[config.mk]
export PLATFORM = sky130hd
export DESIGN_NAME = c_escape_decoder_flat
export DESIGN_NICKNAME = d
export VERILOG_FILES = /design/src/design/ced_pkg.sv /design/src/design/ced_stream_if.sv /design/src/design/ced_decode.sv /design/src/design/c_escape_decoder.sv /design/src/flat_wrapper.sv
export SDC_FILE = /design/constraint.sdc
export NUM_CORES = 1
export LEC_CHECK = 0
export ABC_AREA = 0
export BUFFER_PORTS_ARGS = -buffer_cell sky130_fd_sc_hd__buf_4
export CAP_MARGIN = 25
export CORE_MARGIN = 2
export CORE_UTILIZATION = 45
export DETAILED_ROUTE_END_ITERATION = 8
export PLACE_DENSITY_LB_ADDON = 0.25
export SYNTH_ARGS = -nofsm -noshare
export SYNTH_HDL_FRONTEND = slang
export SYNTH_SLANG_ARGS = --single-unit
[constraint.sdc]
create_clock -name clk -period 7.59 [get_ports clk]
set_input_delay 1.518 -clock clk [delete_from_list [all_inputs] [get_ports clk]]
set_output_delay 1.518 -clock clk [all_outputs]
set_load 0.05 [all_outputs]
[src/design/ced_pkg.sv]
// Shared types, codes and lookup functions for the C escape decoder.
package ced_pkg;

    localparam logic [2:0] MODE_NORMAL  = 3'd0;
    localparam logic [2:0] MODE_ESC     = 3'd1;
    localparam logic [2:0] MODE_HEX1    = 3'd2;
    localparam logic [2:0] MODE_HEX2    = 3'd3;
    localparam logic [2:0] MODE_DISCARD = 3'd4;

    localparam logic [2:0] ST_DATA    = 3'd0;
    localparam logic [2:0] ST_DONE    = 3'd1;
    localparam logic [2:0] ST_MISSING = 3'd2;
    localparam logic [2:0] ST_UNKNOWN = 3'd3;
    localparam logic [2:0] ST_HEXERR  = 3'd4;

    localparam logic [7:0] CHAR_BACKSLASH = 8'h5C;
    localparam logic [7:0] CHAR_X         = 8'h78;

    typedef struct packed {
        logic       valid;
        logic [7:0] out_byte;
        logic [2:0] status;
        logic       last;
    } res_t;

    // Returns {hit, control byte} for the ten simple escape letters.
    function automatic logic [8:0] esc_lookup(input logic [7:0] c);
        logic [8:0] r;
        begin
            case (c)
                8'h27:   r = {1'b1, 8'h27};
                8'h22:   r = {1'b1, 8'h22};
                8'h5C:   r = {1'b1, 8'h5C};
                8'h61:   r = {1'b1, 8'h07};
                8'h62:   r = {1'b1, 8'h08};
                8'h66:   r = {1'b1, 8'h0C};
                8'h6E:   r = {1'b1, 8'h0A};
                8'h72:   r = {1'b1, 8'h0D};
                8'h74:   r = {1'b1, 8'h09};
                8'h76:   r = {1'b1, 8'h0B};
                default: r = {1'b0, 8'h00};
            endcase
            return r;
        end
    endfunction

    // Returns {bad, nibble}; bad is set for anything that is not a hex digit.
    function automatic logic [4:0] hex_value(input logic [7:0] c);
        logic [4:0] r;
        begin
            if (c >= 8'h30 && c <= 8'h39) begin
                r = {1'b0, 4'(c - 8'h30)};
            end else if (c >= 8'h61 && c <= 8'h66) begin
                r = {1'b0, 4'(c - 8'h57)};
            end else if (c >= 8'h41 && c <= 8'h46) begin
                r = {1'b0, 4'(c - 8'h37)};
            end else begin
                r = 5'h10;
            end
            return r;
        end
    endfunction

endpackage

[src/design/ced_stream_if.sv]
// Valid/ready channel interfaces for the input and result streams.
interface ced_in_if;
    logic       valid;
    logic       ready;
    logic [7:0] in_byte;
    logic       terminator;

    modport source (output valid, output in_byte, output terminator, input ready);
    modport sink   (input valid, input in_byte, input terminator, output ready);
endinterface

interface ced_out_if;
    logic       valid;
    logic       ready;
    logic [7:0] out_byte;
    logic [2:0] status;
    logic       last;

    modport source (output valid, output out_byte, output status, output last, input ready);
    modport sink   (input valid, input out_byte, input status, input last, output ready);
endinterface

[src/design/ced_decode.sv]
// Escape parser state and the per-byte decode logic.
module ced_decode (
    input  logic          clk,
    input  logic          rst_n,
    input  logic          advance,
    input  logic [7:0]    in_byte,
    input  logic          terminator,
    output ced_pkg::res_t res
);
    import ced_pkg::*;

    logic [2:0] mode_reg;
    logic [2:0] mode_next;
    logic [3:0] nib_reg;
    logic [3:0] nib_next;
    logic [8:0] esc;
    logic [4:0] hex;

    assign esc = esc_lookup(in_byte);
    assign hex = hex_value(in_byte);

    always_comb
    begin
        mode_next    = mode_reg;
        nib_next     = nib_reg;
        res.valid    = 1'b0;
        res.out_byte = 8'h00;
        res.status   = ST_DATA;
        res.last     = 1'b0;
        case (mode_reg)
            MODE_ESC:
            begin
                res.valid = 1'b1;
                if (terminator) begin
                    mode_next  = MODE_NORMAL;
                    res.status = ST_MISSING;
                    res.last   = 1'b1;
                end else if (esc[8]) begin
                    mode_next    = MODE_NORMAL;
                    res.out_byte = esc[7:0];
                end else if (in_byte == CHAR_X) begin
                    mode_next = MODE_HEX1;
                    res.valid = 1'b0;
                end else begin
                    mode_next  = MODE_DISCARD;
                    res.status = ST_UNKNOWN;
                    res.last   = 1'b1;
                end
            end
            MODE_HEX1, MODE_HEX2:
            begin
                res.valid = 1'b1;
                if (terminator) begin
                    mode_next  = MODE_NORMAL;
                    res.status = ST_HEXERR;
                    res.last   = 1'b1;
                end else if (hex[4]) begin
                    mode_next  = MODE_DISCARD;
                    res.status = ST_HEXERR;
                    res.last   = 1'b1;
                end else if (mode_reg == MODE_HEX1) begin
                    nib_next  = hex[3:0];
                    mode_next = MODE_HEX2;
                    res.valid = 1'b0;
                end else begin
                    mode_next    = MODE_NORMAL;
                    res.out_byte = {nib_reg, hex[3:0]};
                end
            end
            MODE_DISCARD:
            begin
                if (terminator) begin
                    mode_next = MODE_NORMAL;
                end
            end
            default:
            begin
                mode_next = MODE_NORMAL;
                res.valid = 1'b1;
                if (terminator) begin
                    res.status = ST_DONE;
                    res.last   = 1'b1;
                end else if (in_byte == CHAR_BACKSLASH) begin
                    mode_next = MODE_ESC;
                    res.valid = 1'b0;
                end else begin
                    res.out_byte = in_byte;
                end
            end
        endcase
    end

    always_ff @(posedge clk or negedge rst_n)
    begin
        if (!rst_n) begin
            mode_reg <= MODE_NORMAL;
            nib_reg  <= 4'h0;
        end else if (advance) begin
            mode_reg <= mode_next;
            nib_reg  <= nib_next;
        end
    end

endmodule

[src/design/c_escape_decoder.sv]
// Flow: an input beat is taken into the input register, decoded, and its result is
// registered in the result register that drives dout, unless a stalled dout holds it.
// Throughput: one input beat per cycle; the input register, one decode pass
// and the result register set that figure, and a stalled dout holds the line.
// Reset: rst_n clears both stage valids, parse mode to normal, hex nibble to 0.
// Top level of the C escape decoder.
module c_escape_decoder (
    input  logic      clk,
    input  logic      rst_n,
    ced_in_if.sink    din,
    ced_out_if.source dout
);
    import ced_pkg::*;

    logic       in_valid_reg;
    logic [7:0] in_byte_reg;
    logic       in_term_reg;
    logic       out_valid_reg;
    logic [7:0] out_byte_reg;
    logic [2:0] out_status_reg;
    logic       out_last_reg;
    logic       out_free;
    logic       advance;
    res_t       res;

    ced_decode u_decode (
        .clk        (clk),
        .rst_n      (rst_n),
        .advance    (advance),
        .in_byte    (in_byte_reg),
        .terminator (in_term_reg),
        .res        (res)
    );

    // A byte that yields no result moves on even while the output is stalled.
    assign out_free  = !out_valid_reg || dout.ready;
    assign advance   = in_valid_reg && (!res.valid || out_free);
    assign din.ready = !in_valid_reg || advance;

    assign dout.valid    = out_valid_reg;
    assign dout.out_byte = out_byte_reg;
    assign dout.status   = out_status_reg;
    assign dout.last     = out_last_reg;

    always_ff @(posedge clk or negedge rst_n)
    begin
        if (!rst_n) begin
            in_valid_reg <= 1'b0;
        end else if (din.ready) begin
            in_valid_reg <= din.valid;
        end
    end

    always_ff @(posedge clk)
    begin
        if (din.valid && din.ready) begin
            in_byte_reg <= din.in_byte;
            in_term_reg <= din.terminator;
        end
    end

    always_ff @(posedge clk or negedge rst_n)
    begin
        if (!rst_n) begin
            out_valid_reg <= 1'b0;
        end else if (advance && res.valid) begin
            out_valid_reg <= 1'b1;
        end else if (dout.ready) begin
            out_valid_reg <= 1'b0;
        end
    end

    always_ff @(posedge clk)
    begin
        if (advance && res.valid) begin
            out_byte_reg   <= res.out_byte;
            out_status_reg <= res.status;
            out_last_reg   <= res.last;
        end
    end

`ifndef SYNTHESIS
    a_data_not_last: assert property (@(posedge clk) disable iff (!rst_n)
        (dout.valid && dout.status == ST_DATA) |-> !dout.last)
        else $error("data beat marked as last");

    a_end_is_last: assert property (@(posedge clk) disable iff (!rst_n)
        (dout.valid && dout.status != ST_DATA) |-> (dout.last && dout.out_byte == 8'h00))
        else $error("done or error beat without last or with a nonzero byte");

    a_status_range: assert property (@(posedge clk) disable iff (!rst_n)
        dout.valid |-> (dout.status <= ST_HEXERR))
        else $error("result status out of range");

    a_no_overwrite: assert property (@(posedge clk) disable iff (!rst_n)
        (advance && res.valid) |-> out_free)
        else $error("result register overwritten while still pending");
`endif

endmodule

[src/flat_wrapper.sv]
// flat-port wrapper written by rule: the top's interface ports become plain ports
module c_escape_decoder_flat import ced_pkg::*;
  (clk, rst_n, din_valid, din_in_byte, din_terminator, din_ready, dout_valid, dout_out_byte, dout_status, dout_last, dout_ready);
  ced_in_if din_i ();
  ced_out_if dout_i ();
  input  logic clk;
  input  logic rst_n;
  input wire logic [$bits(din_i.valid)-1:0] din_valid;
  input wire logic [$bits(din_i.in_byte)-1:0] din_in_byte;
  input wire logic [$bits(din_i.terminator)-1:0] din_terminator;
  output wire logic [$bits(din_i.ready)-1:0] din_ready;
  output wire logic [$bits(dout_i.valid)-1:0] dout_valid;
  output wire logic [$bits(dout_i.out_byte)-1:0] dout_out_byte;
  output wire logic [$bits(dout_i.status)-1:0] dout_status;
  output wire logic [$bits(dout_i.last)-1:0] dout_last;
  input wire logic [$bits(dout_i.ready)-1:0] dout_ready;
  assign din_i.valid = din_valid;
  assign din_i.in_byte = din_in_byte;
  assign din_i.terminator = din_terminator;
  assign din_ready = din_i.ready;
  assign dout_valid = dout_i.valid;
  assign dout_out_byte = dout_i.out_byte;
  assign dout_status = dout_i.status;
  assign dout_last = dout_i.last;
  assign dout_i.ready = dout_ready;
  c_escape_decoder u_core (.clk(clk), .rst_n(rst_n), .din(din_i), .dout(dout_i));
endmodule
==> impl_metrics.env <==
export IMPL_status="finished clean"
export IMPL_ant_nets=0
export IMPL_drive_gt1_share_pct=24.6
export IMPL_fin_setup_tns_ps=0
export IMPL_final_hold_viol_count=0
export IMPL_synth_area_um2=1840
export IMPL_slew_viol_final=0
export IMPL_dr_pass1_iters=4
export IMPL_drc_errors=0
export IMPL_initial_core_util_pct=46.3
export IMPL_ff2ff_path_depth=7
export IMPL_synth_edff_count=21
export IMPL_htree_levels=2
export IMPL_clk_pin_slew_ps=60
export IMPL_power_density_nw_per_um2=188
export IMPL_cts_sinks=30
export IMPL_area_growth_pct=17.4
export IMPL_antenna_found_initial=0
export IMPL_ir_drop_mv=0.145
export IMPL_fin_skew_ps=6.73
export IMPL_dieArea_um2=4610
export IMPL_clock_fmax_mhz=246
export IMPL_post_cts_buffers=0
export IMPL_port_buffers=26
export IMPL_setup_violations=0
export IMPL_place_congestion=0.936
export IMPL_synth_top_cells_by_area="edfxtp_1, dfrtp_1, a221o_1"
export IMPL_p_leak_nw=0.895
export IMPL_synth_largest_area_cell="edfxtp_1"
export IMPL_syn_avg_cell_area_um2=11.0
export IMPL_synth_async_reset_ratio_pct=30.0
export IMPL_nets=211
export IMPL_rsz0062_at_grt="no"
export IMPL_worstPathRequired_ps=6070
export IMPL_min_path_cells=1
export IMPL_end_kind="output port"
export IMPL_synth_most_common_cell="edfxtp_1"
export IMPL_total_power_mw=0.405
export IMPL_ys_seq_elements=30
export IMPL_track_usage_pct=20.0
export IMPL_routedWlPerCell_um=16.4
export IMPL_critPathKind="reg -> out"
export IMPL_numCtsBuffers=5
export IMPL_crit_fanout=18
export IMPL_cts_tree="yes"
export IMPL_grt_pass1_wl_um=6610
export IMPL_core_area_um2=3970
export IMPL_period_minus_slack_ps=4060
export IMPL_num_io_pins=27
export IMPL_ys_seq_area_share_pct=46.6
export IMPL_antennaDiodeCount=0
export IMPL_synthCells=167
export IMPL_routed_wl_um=4020
export IMPL_grt_max_degree=19
export IMPL_utilization_pct=54.3
export IMPL_cap_violations=0
export IMPL_drt_iter0_markers=83
export IMPL_dpl_hpwl_um=3060
export IMPL_die_y_um=67.9
export IMPL_fp_dieW_um=67.9
export IMPL_hold_path_class="reg -> reg"
export IMPL_cp_data_arrival_time_ps=2540
export IMPL_cts_resized_gates=0
export IMPL_clk_latency_ps=290
export IMPL_rows=23
export IMPL_clock_root_buffer="clkbuf_8"
export IMPL_grt_ovfl_total=0
export IMPL_synth_top_area_share_pct=34.3
export IMPL_viasPerCell=5.97
export IMPL_ys_flop_type="edfxtp_1"
export IMPL_synth_fp_nets=184
export IMPL_cts_hold_buf=0
export IMPL_max_slew_margin_rel_pct=32.3
export IMPL_route_vias_total=1462
export IMPL_crit_path_start_kind="flip-flop"
export IMPL_synthTopCellsByCount="edfxtp_1, nor2_1, dfrtp_1, a21oi_1, nand2_1"
export IMPL_worst_pin_slew_ps=1010
export IMPL_cts_max_path_buffers=2
export IMPL_synth_cell_types=56
export IMPL_grt_pass1_vias=1364
export IMPL_ys_warn_count=0
export IMPL_min_period_over_period_pct=53.5
layer usage:
| metal | up-vias | routed length [µm] | GRT usage [%] |
|---|---|---|---|
| met1 | 697 | 1680 | 26.0 |
| li1 | 700 | - | - |
| met3 | 10 | 302 | 6.25 |
| met5 | - | 0 | 0 |
| met2 | 55 | 1930 | 30.4 |
| met4 | 0 | 102 | 9.25 |
stage by stage:
step / std cells / hold slack (ps) / area [µm²] / setup WS, ps
floorplan: 167 / 480 / 1840 / 3850
global placement: 237 / 506 / 2060 / 3850
detailed placement: 237 / 515 / 2060 / 3790
CTS: 245 / 529 / 2160 / 3480
global route: 245 / 553 / 2160 / 3300
finish: 245 / 530 / 2160 / 3530
power by group:
part | switching (mW) | internal (mW) | leakage [nW] | total (mW)
Clock | 0.0582 | 0.0729 | 0.0482 | 0.131
Sequential | 0.0106 | 0.189 | 0.324 | 0.200
Combinational | 0.0478 | 0.0263 | 0.522 | 0.0741
cells in the final DEF, fill, tap and decap left out, drive strengths merged, types with 2 or more instances in the layout:
| master | count |
|---|---|
| o21ai | 8 |
| o22ai | 2 |
| a221o | 6 |
| o21bai | 2 |
| a21oi | 9 |
| nand4 | 2 |
| nand4b | 2 |
| and3 | 4 |
| nor4bb | 3 |
| and2 | 4 |
| dfrtp | 9 |
| inv | 7 |
| edfxtp | 21 |
| a21o | 2 |
| mux2 | 7 |
| or2 | 2 |
| nor3 | 5 |
| nor2 | 15 |
| ha | 4 |
| xnor2 | 2 |
| or4b | 2 |
| nand2b | 4 |
| buf | 26 |
| nor3b | 2 |
| nand3 | 4 |
| o31a | 3 |
| clkbuf | 7 |
| nand2 | 8 |
worst max-delay path, cell delays in order, from the launching register on:
cell and delay [ps]:
edfxtp_1 620, or4b_4 580, a311oi_4 480, o21ai_4 170, nand4_1 180, buf_4 220
cell families after synthesis:
kind of cell	synth area share (%)
AO/OA/AOI/OAI	20.2
buffers and inverters	3.07
XOR/XNOR	0.954
adder cells (fa/ha/maj)	2.72
flip-flops	46.6
multiplexers	5.45
AND/OR/NAND/NOR	21.0
path summary, 6_finish.rpt:
| kind | slack, ps | end | startpoint |
|---|---|---|---|
| worst max-delay path | 3530 | din_ready | u_core.in_byte_reg[3] |
| worst min-delay path | 530 | u_core.u_decode.nib_reg[2] | u_core.u_decode.nib_reg[2] |
| worst max register to register | 4560 | u_core.dout.out_byte[0] | u_core.in_byte_reg[0] |
| worst min register to register | 530 | u_core.u_decode.nib_reg[2] | u_core.u_decode.nib_reg[2] |
| max in group asynchronous | 6400 | u_core.u_decode.nib_reg[0] | rst_n |
| min in group asynchronous | 1050 | u_core.in_valid_reg | rst_n |
final cells by class:
type,instances,area [µm²]
multi-input combinational,124,925
sequential,30,856
fill,354,1820
tap,50,62.6
timing repair buffer,26,195
clock inverter,1,5.00
clock buffer,7,86.3
inverter,7,26.3
(Power assumes the default switching activity.)
